[src/sv/lmbr_pkg.sv]
// Shared types and constants for the LED matrix blink and refresh block.
`default_nettype none
package lmbr_pkg;

  localparam int NUM_ROWS = 8;
  localparam int ROW_W    = 8;
  localparam int GRID_W   = 64;
  localparam int ROW_IDX_W = 3;
  localparam int DIGIT_W  = 4;

  localparam int IN_DATA_W  = 72;
  localparam int IN_USER_W  = 3;
  localparam int OUT_DATA_W = 16;

  localparam logic [ROW_W-1:0] ONE_BIT = 8'h01;

  typedef enum logic [2:0] {
    CMD_ON         = 3'd0,
    CMD_OFF        = 3'd1,
    CMD_BLINK      = 3'd2,
    CMD_ALL_OFF    = 3'd3,
    CMD_STEADY     = 3'd4,
    CMD_BLINK_GRID = 3'd5,
    CMD_TICK       = 3'd6,
    CMD_FLUSH      = 3'd7
  } cmd_op_t;

  // Decoded command as it sits in the queue.
  typedef struct packed {
    cmd_op_t               op;
    logic [ROW_IDX_W-1:0]  row;
    logic [ROW_W-1:0]      col;
    logic                  flush;
    logic [GRID_W-1:0]     grid;
  } cmd_t;

  typedef enum logic {
    BK_RUN   = 1'b0,
    BK_FLUSH = 1'b1
  } back_state_t;

endpackage
`default_nettype wire

[src/sv/lmbr_front.sv]
// Command front end: accepts beats and decodes them into queue entries.
`default_nettype none
module lmbr_front (
  input  wire logic                           s_tvalid,
  output logic                                s_tready,
  // led_index[5:0], flush_now[6], grid_pattern[70:7], zero pad [71]
  input  wire logic [lmbr_pkg::IN_DATA_W-1:0] s_tdata,
  // func[2:0]
  input  wire logic [lmbr_pkg::IN_USER_W-1:0] s_tuser,
  output logic                                push_valid,
  input  wire logic                           push_ready,
  output lmbr_pkg::cmd_t                      push_data
);
  import lmbr_pkg::*;

  logic [5:0]        led_index;
  logic              flush_now;
  logic [GRID_W-1:0] pattern;
  cmd_op_t           op;

  assign led_index = s_tdata[5:0];
  assign flush_now = s_tdata[6];
  assign pattern   = s_tdata[70:7];
  assign op        = cmd_op_t'(s_tuser);

  assign push_valid = s_tvalid;
  assign s_tready   = push_ready;

  always_comb begin
    push_data.op  = op;
    // LED n sits in row 7 - n/8, bit 7 - n%8
    push_data.row = ~led_index[5:3];
    push_data.col = ONE_BIT << (~led_index[2:0]);
    // reverse the whole pattern so that byte i belongs to row i
    for (int i = 0; i < GRID_W; i++) begin
      push_data.grid[i] = pattern[GRID_W-1-i];
    end
    unique case (op)
      CMD_ON, CMD_OFF:                                    push_data.flush = flush_now;
      CMD_ALL_OFF, CMD_STEADY, CMD_BLINK_GRID, CMD_FLUSH: push_data.flush = 1'b1;
      default:                                            push_data.flush = 1'b0;
    endcase
  end

endmodule
`default_nettype wire

[src/sv/lmbr_queue.sv]
// Short command queue between the front end and the row engine.
`default_nettype none
module lmbr_queue #(
  parameter int DEPTH = 2
) (
  input  wire logic           clk,
  input  wire logic           rst,
  input  wire logic           push_valid,
  output logic                push_ready,
  input  wire lmbr_pkg::cmd_t push_data,
  output logic                pop_valid,
  input  wire logic           pop_ready,
  output lmbr_pkg::cmd_t      pop_data
);
  import lmbr_pkg::*;

  localparam int PW = (DEPTH > 1) ? $clog2(DEPTH) : 1;
  localparam int CW = $clog2(DEPTH + 1);

  cmd_t          entries [DEPTH];
  logic [PW-1:0] wr_ptr;
  logic [PW-1:0] rd_ptr;
  logic [CW-1:0] count;
  logic          do_push;
  logic          do_pop;

  assign push_ready = (count != CW'(DEPTH));
  assign pop_valid  = (count != '0);
  assign pop_data   = entries[rd_ptr];
  assign do_push    = push_valid && push_ready;
  assign do_pop     = pop_valid && pop_ready;

  always_ff @(posedge clk) begin
    if (do_push) begin
      entries[wr_ptr] <= push_data;
    end
  end

  always_ff @(posedge clk) begin
    if (rst) begin
      wr_ptr <= '0;
      rd_ptr <= '0;
      count  <= '0;
    end else begin
      if (do_push) begin
        wr_ptr <= (wr_ptr == PW'(DEPTH - 1)) ? '0 : wr_ptr + 1'b1;
      end
      if (do_pop) begin
        rd_ptr <= (rd_ptr == PW'(DEPTH - 1)) ? '0 : rd_ptr + 1'b1;
      end
      if (do_push && !do_pop) begin
        count <= count + 1'b1;
      end else if (do_pop && !do_push) begin
        count <= count - 1'b1;
      end
    end
  end

endmodule
`default_nettype wire

[src/sv/lmbr_back.sv]
// Row engine: holds the grid state, runs commands and scans dirty rows out.
`default_nettype none
module lmbr_back (
  input  wire logic                          clk,
  input  wire logic                          rst,
  input  wire logic                          cmd_valid,
  output logic                               cmd_ready,
  input  wire lmbr_pkg::cmd_t                cmd,
  output logic                               out_valid,
  input  wire logic                          out_ready,
  output logic [lmbr_pkg::DIGIT_W-1:0]       digit_register,
  output logic [lmbr_pkg::ROW_W-1:0]         row_bits,
  output logic                               last
);
  import lmbr_pkg::*;

  back_state_t          state;
  back_state_t          state_next;
  logic [ROW_W-1:0]     row_lit        [NUM_ROWS];
  logic [ROW_W-1:0]     row_lit_next   [NUM_ROWS];
  logic [ROW_W-1:0]     row_blink      [NUM_ROWS];
  logic [ROW_W-1:0]     row_blink_next [NUM_ROWS];
  logic [NUM_ROWS-1:0]  row_dirty;
  logic [NUM_ROWS-1:0]  row_dirty_next;

  logic                 exec;
  logic                 emit;
  logic                 any_blink;
  logic                 flush_go;
  logic [ROW_IDX_W-1:0] sel;
  logic [NUM_ROWS-1:0]  rest_dirty;
  logic                 sel_last;

  // lowest dirty row goes out first
  always_comb begin
    sel = '0;
    for (int i = NUM_ROWS - 1; i >= 0; i--) begin
      if (row_dirty[i]) begin
        sel = ROW_IDX_W'(i);
      end
    end
  end

  assign rest_dirty = row_dirty & (row_dirty - 1'b1);
  assign sel_last   = (rest_dirty == '0);

  always_comb begin
    any_blink = 1'b0;
    for (int i = 0; i < NUM_ROWS; i++) begin
      any_blink = any_blink | (row_blink[i] != '0);
    end
  end

  assign flush_go = cmd.flush || ((cmd.op == CMD_TICK) && any_blink);

  // control outputs of the sequencer
  always_comb begin
    exec = 1'b0;
    emit = 1'b0;
    unique case (state)
      BK_RUN:   exec = cmd_valid;
      BK_FLUSH: emit = (row_dirty != '0) && (!out_valid || out_ready);
      default: begin
        exec = 1'b0;
        emit = 1'b0;
      end
    endcase
  end

  assign cmd_ready = exec;

  always_comb begin
    state_next = state;
    unique case (state)
      BK_RUN: begin
        if (exec && flush_go) begin
          state_next = BK_FLUSH;
        end
      end
      BK_FLUSH: begin
        if (row_dirty == '0 || (emit && sel_last)) begin
          state_next = BK_RUN;
        end
      end
      default: state_next = BK_RUN;
    endcase
  end

  // grid state update
  always_comb begin
    logic [ROW_W-1:0] m;
    logic [ROW_W-1:0] b;
    logic [ROW_W-1:0] l;
    m = '0;
    b = '0;
    l = '0;
    for (int i = 0; i < NUM_ROWS; i++) begin
      row_lit_next[i]   = row_lit[i];
      row_blink_next[i] = row_blink[i];
    end
    row_dirty_next = row_dirty;
    if (exec) begin
      case (cmd.op)
        CMD_ON: begin
          row_lit_next[cmd.row]   = row_lit[cmd.row] | cmd.col;
          row_blink_next[cmd.row] = row_blink[cmd.row] & ~cmd.col;
          row_dirty_next[cmd.row] = 1'b1;
        end
        CMD_OFF: begin
          row_lit_next[cmd.row]   = row_lit[cmd.row] & ~cmd.col;
          row_blink_next[cmd.row] = row_blink[cmd.row] & ~cmd.col;
          row_dirty_next[cmd.row] = 1'b1;
        end
        CMD_BLINK: begin
          row_blink_next[cmd.row] = row_blink[cmd.row] | cmd.col;
          row_lit_next[cmd.row]   = row_lit[cmd.row] | row_blink[cmd.row] | cmd.col;
        end
        CMD_ALL_OFF: begin
          for (int i = 0; i < NUM_ROWS; i++) begin
            row_blink_next[i] = '0;
            if (row_lit[i] != '0) begin
              row_lit_next[i]   = '0;
              row_dirty_next[i] = 1'b1;
            end
          end
        end
        CMD_STEADY: begin
          for (int i = 0; i < NUM_ROWS; i++) begin
            m = cmd.grid[i*ROW_W +: ROW_W];
            b = row_blink[i];
            row_lit_next[i]   = (row_lit[i] & b) | (m & ~b);
            row_dirty_next[i] = 1'b1;
          end
        end
        CMD_BLINK_GRID: begin
          for (int i = 0; i < NUM_ROWS; i++) begin
            m = cmd.grid[i*ROW_W +: ROW_W];
            l = row_lit[i] | m;
            row_lit_next[i]   = l & ~(row_blink[i] & ~m);
            row_blink_next[i] = m;
            row_dirty_next[i] = 1'b1;
          end
        end
        CMD_TICK: begin
          for (int i = 0; i < NUM_ROWS; i++) begin
            if (row_blink[i] != '0) begin
              row_lit_next[i]   = row_lit[i] ^ row_blink[i];
              row_dirty_next[i] = 1'b1;
            end
          end
        end
        default: begin
          row_dirty_next = row_dirty;
        end
      endcase
    end
    if (emit) begin
      row_dirty_next[sel] = 1'b0;
    end
  end

  always_ff @(posedge clk) begin
    if (rst) begin
      state     <= BK_RUN;
      row_dirty <= '0;
      out_valid <= 1'b0;
      for (int i = 0; i < NUM_ROWS; i++) begin
        row_lit[i]   <= '0;
        row_blink[i] <= '0;
      end
    end else begin
      state     <= state_next;
      row_dirty <= row_dirty_next;
      for (int i = 0; i < NUM_ROWS; i++) begin
        row_lit[i]   <= row_lit_next[i];
        row_blink[i] <= row_blink_next[i];
      end
      if (emit) begin
        out_valid <= 1'b1;
      end else if (out_ready) begin
        out_valid <= 1'b0;
      end
    end
  end

  // frame register, loaded only when free or being taken
  always_ff @(posedge clk) begin
    if (emit) begin
      digit_register <= DIGIT_W'(sel) + 1'b1;
      row_bits       <= row_lit[sel];
      last           <= sel_last;
    end
  end

endmodule
`default_nettype wire

[src/sv/led_matrix_blink_refresh.sv]
// Top level of the 8x8 LED grid manager with blink and dirty-row refresh.
//
//  port group  dir  tdata / tuser                         meaning
//  s_*         in   tuser func, tdata led/flush/pattern   one command per beat
//  m_*         out  tdata digit/row bits, tlast            one row frame per beat
//
// A command that needs no flush leaves the row engine in its run state; a flushing
// command moves it to the flush state, which it leaves once no dirty row remains,
// with the row scan emitting one frame per cycle into the output register while
// m_tready keeps that register free. An empty flush also enters the flush state.
// Reset clears all rows, blink masks and dirty flags at once. Commands queue in
// front of the engine while a flush waits on m_tready.
`default_nettype none
module led_matrix_blink_refresh #(
  parameter int QUEUE_DEPTH = 2
) (
  input  wire logic                            clk,
  input  wire logic                            rst,
  input  wire logic                            s_tvalid,
  output logic                                 s_tready,
  // led_index[5:0], flush_now[6], grid_pattern[70:7], zero pad [71]
  input  wire logic [lmbr_pkg::IN_DATA_W-1:0]  s_tdata,
  // func[2:0]
  input  wire logic [lmbr_pkg::IN_USER_W-1:0]  s_tuser,
  output logic                                 m_tvalid,
  input  wire logic                            m_tready,
  // digit_register[3:0], row_bits[11:4], zero pad [15:12]
  output logic [lmbr_pkg::OUT_DATA_W-1:0]      m_tdata,
  output logic                                 m_tlast
);
  import lmbr_pkg::*;

  logic                 push_valid;
  logic                 push_ready;
  cmd_t                 push_data;
  logic                 pop_valid;
  logic                 pop_ready;
  cmd_t                 pop_data;
  logic [DIGIT_W-1:0]   digit_register;
  logic [ROW_W-1:0]     row_bits;

  lmbr_front u_front (
    .s_tvalid   (s_tvalid),
    .s_tready   (s_tready),
    .s_tdata    (s_tdata),
    .s_tuser    (s_tuser),
    .push_valid (push_valid),
    .push_ready (push_ready),
    .push_data  (push_data)
  );

  lmbr_queue #(
    .DEPTH (QUEUE_DEPTH)
  ) u_queue (
    .clk        (clk),
    .rst        (rst),
    .push_valid (push_valid),
    .push_ready (push_ready),
    .push_data  (push_data),
    .pop_valid  (pop_valid),
    .pop_ready  (pop_ready),
    .pop_data   (pop_data)
  );

  lmbr_back u_back (
    .clk            (clk),
    .rst            (rst),
    .cmd_valid      (pop_valid),
    .cmd_ready      (pop_ready),
    .cmd            (pop_data),
    .out_valid      (m_tvalid),
    .out_ready      (m_tready),
    .digit_register (digit_register),
    .row_bits       (row_bits),
    .last           (m_tlast)
  );

  assign m_tdata = {(OUT_DATA_W - DIGIT_W - ROW_W)'(0), row_bits, digit_register};

endmodule
`default_nettype wire
[config.mk]
export PLATFORM = sky130hd
export DESIGN_NAME = led_matrix_blink_refresh
export DESIGN_NICKNAME = d
export VERILOG_FILES = /design/src/sv/lmbr_pkg.sv /design/src/sv/lmbr_front.sv /design/src/sv/lmbr_queue.sv /design/src/sv/lmbr_back.sv /design/src/sv/led_matrix_blink_refresh.sv
export SDC_FILE = /design/constraint.sdc
export NUM_CORES = 1
export LEC_CHECK = 0
export BUFFER_PORTS_ARGS = -buffer_cell sky130_fd_sc_hd__buf_2
export CORE_UTILIZATION = 50
export CTS_CLUSTER_SIZE = 25
export DETAILED_ROUTE_END_ITERATION = 8
export HOLD_SLACK_MARGIN = 0.05
export PLACE_DENSITY = 0.67
export SLEW_MARGIN = 10
export SYNTH_ARGS = -nofsm -noshare
export SYNTH_HDL_FRONTEND = slang
export SYNTH_SLANG_ARGS = --single-unit
[constraint.sdc]
create_clock -name clk -period 4.05 [get_ports clk]
set_input_delay 0 -clock clk [delete_from_list [all_inputs] [get_ports clk]]
set_output_delay 0 -clock clk [all_outputs]
set_load 0.01 [all_outputs]
======== Word level (Yosys, flattened, before mapping) ========
Memory sizes are Yosys's and may differ from the RTL's. A register that Yosys moved wholly into a read port is not among the register bits.
Index checks and enable logic that the tools add are counted.
cells by class
  multiplexer cells ....................... 93
  bitwise operators ....................... 118
  magnitude comparators ................... 6
  reductions and logical operators ........ 45
  equality and inequality tests ........... 12
  shift-type cells ........................ 1
  add/subtract/negate cells ............... 6
operator list
  kind                                                                          count
  64-bit one-hot mux with 7 select lines                                        1
  64-bit bitwise mux                                                            5
  8-bit AND                                                                     36
  8-bit 2-to-1 mux                                                              35
  64-bit one-hot mux with 4 select lines                                        1
  8-bit NOT                                                                     26
  8-bit OR                                                                      21
  8-bit nonzero test                                                            17
  64-bit 2-to-1 mux                                                             2
  8-bit XOR                                                                     8
  1-bit 2-to-1 mux                                                              33
  8-bit one-hot mux with 4 select lines                                         1
  8-bit demux with 3-bit select                                                 1
  3-bit 2-to-1 mux                                                              8
  1-bit OR                                                                      23
  3-bit equality test, second input constant                                    6
  8-bit logical NOT                                                             2
  1-bit logical AND                                                             11
  3-bit by 2-bit equality test with 1-bit output, second input constant         3
  3-bit by 4-bit less-than comparator with 1-bit output, second input constant  2
  1-bit by 3-bit left shift with 8-bit output, first input constant             1
  8-bit by 1-bit subtractor with 8-bit output, second input constant            1
  1-bit demux with 3-bit select                                                 2
  3-bit by 1-bit equality test with 1-bit output, second input constant         2
  19 further kinds                                                              33
word-level totals
  memories ................................ 3
  logic and storage cells ................. 292
  memory bits (writable) .................. 286
  output and inout bits ................... 19
  input port bits ......................... 79
  flip-flop bits (word level) ............. 19
memory list
  name              depth  width  read ports  clocked after Yosys merged registers in  wr ports  RTL line          source
  u_queue.entries   2      79     1           1                                        1         lmbr_queue.sv:20  cmd_t entries [DEPTH];
  u_back.row_blink  8      8      9           0                                        8         lmbr_back.sv:21   logic [ROW_W-1:0] row_blink [NUM_ROWS];
  u_back.row_lit    8      8      10          1                                        8         lmbr_back.sv:19   logic [ROW_W-1:0] row_lit [NUM_ROWS];

======== Depth between registers and ports, before layout ========
  word-level depth ........................ 15
  gate-level depth with buffers ........... 11
  depth with buffers taken out ............ 8

======== By module ========
A second synthesis with hierarchy kept.
unflattened totals
  cell total of the unflattened synthesis .. 2305
  area, all modules ....................... 21100.2 um^2
by module, submodules not included
  module                    seq. area each (um^2)  area an instance (um^2)  cells an instance  times used
  lmbr_back                 3153.0                 14503.9                  1946               1
  lmbr_queue                4844.6                 5958.2                   270                1
  lmbr_front                0.0                    604.3                    84                 1
  led_matrix_blink_refresh  0.0                    33.8                     5                  1

======== Least setup slack after synthesis ========
No wires, ideal clock.
  path type ............................... register to register
  from .................................... reg u_queue.count[0]
  to ...................................... mem u_queue.entries[0][0] (netlist bit) (enable)
  buffers on the path ..................... 0
  setup time .............................. 0.517 ns
  period minus slack after synthesis ...... 4.501 ns
  required time ........................... 3.533 ns
  slack ................................... -0.451 ns
  arrival time ............................ 3.984 ns
  cell stages (with the launch flop) ...... 4
  path through ............................ dfxtp_1 -> nand2b_1 -> nand2_1 -> nor2_1
on the way
  longest elaborated chain between the ends .. 4
RTL lines
  element                                 RTL line                        source
  from (decl)                             lmbr_queue.sv:23                logic [CW-1:0] count;
  from (signal assigned)                  lmbr_queue.sv:52                count <= count + 1'b1;
  from (signal assigned)                  lmbr_queue.sv:54                count <= count - 1'b1;
  2-bit != test                           lmbr_queue.sv:27                assign push_ready = (count != CW'(DEPTH));
  via s_tready                            led_matrix_blink_refresh.sv:20  output logic s_tready,
  1-bit logical AND                       lmbr_queue.sv:30                assign do_push = push_valid && push_ready;
  1-bit 2-to-1 mux                        lmbr_queue.sv:34                if (do_push) begin
  1-bit 2-to-1 mux (not written as such)  lmbr_queue.sv:35                entries[wr_ptr] <= push_data;
  to (decl)                               lmbr_queue.sv:20
The timed path passes the listed nets, and every way through them passes these cells.

==> metrics <==
fin. max-slew vios 0; Area contributors post-synth edfxtp_1 (25%), dfxtp_1 (14%), a21oi_1 (6.2%); DRT Wirelength 95.47 mm; fin area 23460 sq um; vias in the first global route 19947; Primary FF master, synth edfxtp_1; Ys Warns 0; Clock Tree Buf Depth 3; Nets roughly 2600; sequential cell area fraction in the yosys report ~39%; worst reg2reg setup slack between 0.3 and 0.4 ns; largest fanout on the critical path 32; TritonCTS buffer count 36; max_cap viols 0; critical path's top delay family compound AO/OA/AOI/OAI gates; Synth Register Bits 314; outcome finished clean; Final Skew between 0.03 and 0.04 ns; TritonRoute pass-1 iters 7; async set-reset flop share out of synthesis 0%; number of cells on the critical path 8; I/O pin cnt 98; pwr dens about 830 nW/um^2; top-count cell post-synth nor2_1; Tightest Hold Check Type input pin to register; RSZ-0062 raised after global routing false; Clock Sinks around 310; cells along the critical path buf_4 > mux2_2 > nand2_1 > o221a_2 > o21ai_1 > a221o_1 > a21oi_1 > a211oi_1; DR vias/cell 7.059; per-cell routed wire length roughly 30 um; Hold-fix buffers, CTS 79; FF/Latch Area ~8000 sq um; CP Class register to register; Syn Inst Count 2462; Avg Inst Size Synth between 8 and 9 sq um; fill count roughly 3400; TNS Setup 0 ns; Worst slew margin ~20%; RD Place Congestion between 1 and 1.5; CP Launch Type register; post-synthesis cell type count 88; post-CTS setup buffers 0; final-report hold violation count 0; routed via count about 22000; CTS tree done; Worst-Skew Late Latency 0.59 ns; Worst Path Arrival approximately 4.2 ns; Site Rows 73; chip height 203.5 um; highest-delay cell along the critical path mux2_2; cts repair resizes 0; Final min period approximately 3.7 ns; clock-pin slew on the worst setup and hold paths approximately 0.060 ns; f_max between 200 and 300 MHz; port buffer count 92; CP Capture Type register; worst vdd ir 0.0005076 V; largest net degree at the start of global routing 80; Synth Cell Area slightly above 20000 sq um; Final Util between 50% and 60%; starting density of the core between 50 and 60%; CORE AREA between 30000 and 40000 sq um; initial antenna violation count 0; crit-path max cell delay 0.72 ns; P_leak about 8.0 nW; first-pass GRT wire length between 100 and 150 mm; EDFF count, synth roughly 170; gr ovfl total 0; Synth area leader edfxtp_1; FF-to-FF path depth 8; slew of the pin with the lowest slew margin 1.195 ns; Die Wd 203.5 um; GRT Total Usage a little under half; post-DP HPWL approximately 66 mm; # setup viols final 0; top-area cell type share of the netlist area between 20% and 30%; drt drc 0; area of the multi-input gates about 11000 sq um; crit share post-route approximately nine tenths; DR iter-0 viols ~3500; CTS root buffer clkbuf_16; Routed Antenna Nets 0; CP required between 4 and 5 ns; Post-synth top cells nor2_1 (331), a21oi_1 (252), nand2_1 (246); Critical path buffers and inverters 1; share of post-route cells with drive strength above 1 between 10% and 20%; Fin Hold WS about 0.14 ns; Post-DP Area 21350 sq um; Die Area between 40000 and 50000 sq um; Syn-to-layout area delta 15.55%; H-tree depth 2
## power breakdown
| part | total, W | switching (W) | internal [W] |
|---|---|---|---|
| Combinational | 0.00996 | 0.00667 | 0.00329 |
| Clock | 0.00373 | 0.00153 | 0.00220 |
| Sequential | 0.00576 | 0.00159 | 0.00416 |
## metal layers
layer	global-route usage, %	vias to the layer above	part of all wire (%)
met5	0.7143	-	0
met3	15.08	388	16
met1	61.64	10251	37
li1	-	9380	-
met4	24.97	0	6.9
met2	63.05	1912	40
## kinds of logic (layout without fill, tap and decap cells)
group / count (synthesis) / after routing / share of synthesized area, %
AOI/OAI and AO/OA: 793 / 793 / 25.63
xor gates and xnor gates: 70 / 70 / 3.020
adders and majority gates: 2 / 2 / 0.1232
buffers and inverters: 292 / 408 / 6.132
DFF: 314 / 314 / 39.39
muxes: 103 / 103 / 5.294
other: 1 / 5 / 0.01847
and+or+nand+nor: 887 / 887 / 20.39
## worst min path at each step
stage                     start                endpoint  slack, ns  depth (start not counted)
global route        s_tdata[42]  u_queue.entries[0][28]       0.14                          2
finish              s_tdata[33]  u_queue.entries[0][37]       0.14                          2
global placement    s_tdata[45]  u_queue.entries[1][25]       0.19                          1
CTS                 s_tdata[49]  u_queue.entries[1][21]       0.12                          2
floorplan           s_tdata[70]   u_queue.entries[0][0]        0.1                          0
detailed placement  s_tdata[59]  u_queue.entries[1][11]       0.19                          1
## cell usage in the layout (no fill, tap or decap), types with 7 or more instances in the layout
cell / netlist / routed
nor2_1: 331 / 330
a21oi_1: 252 / 252
nand2_1: 246 / 245
edfxtp_1: 171 / 171
dfxtp_1: 143 / 142
nor3_1: 117 / 117
buf_4: 11 / 99
a31oi_1: 97 / 97
buf_2: 61 / 91
o21ai_0: 84 / 84
mux2i_1: 81 / 80
dlygate4sd3_1: 0 / 79
a221oi_1: 75 / 75
xnor2_1: 67 / 67
inv_1: 66 / 66
o22ai_1: 52 / 52
a211oi_1: 43 / 43
nor4_1: 37 / 37
clkbuf_16: 0 / 37
o211ai_1: 34 / 34
and3_1: 31 / 30
nand3_1: 20 / 20
o21ai_1: 18 / 18
mux2_2: 19 / 18
or4_1: 17 / 17
a2111oi_0: 17 / 17
a221o_1: 17 / 17
nand2b_1: 14 / 14
nor3b_1: 12 / 12
a32oi_1: 10 / 10
a22oi_1: 10 / 10
nor3_2: 8 / 8
o211a_1: 8 / 8
o311a_1: 8 / 8
a21boi_1: 7 / 7
o221a_2: 7 / 7
bufinv_16: 0 / 7
## through the flow
stage | std cells | total power [W] | setup WS (ns)
3_3_place_gp | 2961 | 0.01487 | 0.5447
6_report | 3107 | 0.01945 | 0.3530
3_5_place_dp | 2961 | 0.01499 | 0.5359
2_1_floorplan | 2465 | 0.01123 | 0.8739
5_1_grt | 3106 | 0.01998 | 0.3101
4_1_cts | 3106 | 0.01876 | 0.5433
## area by class of cell
cell class                 instances  area share (%)
antenna                            1         0.01067
clock buffer                      42           4.112
inverter                          67           1.072
timing repair buffer             275           8.991
tap                              525           2.800
multi-input combinational       1859           47.40
sequential                       314           34.10
clock inverter                    24           1.509
Note: power is estimated with default switching activity, not from simulation.
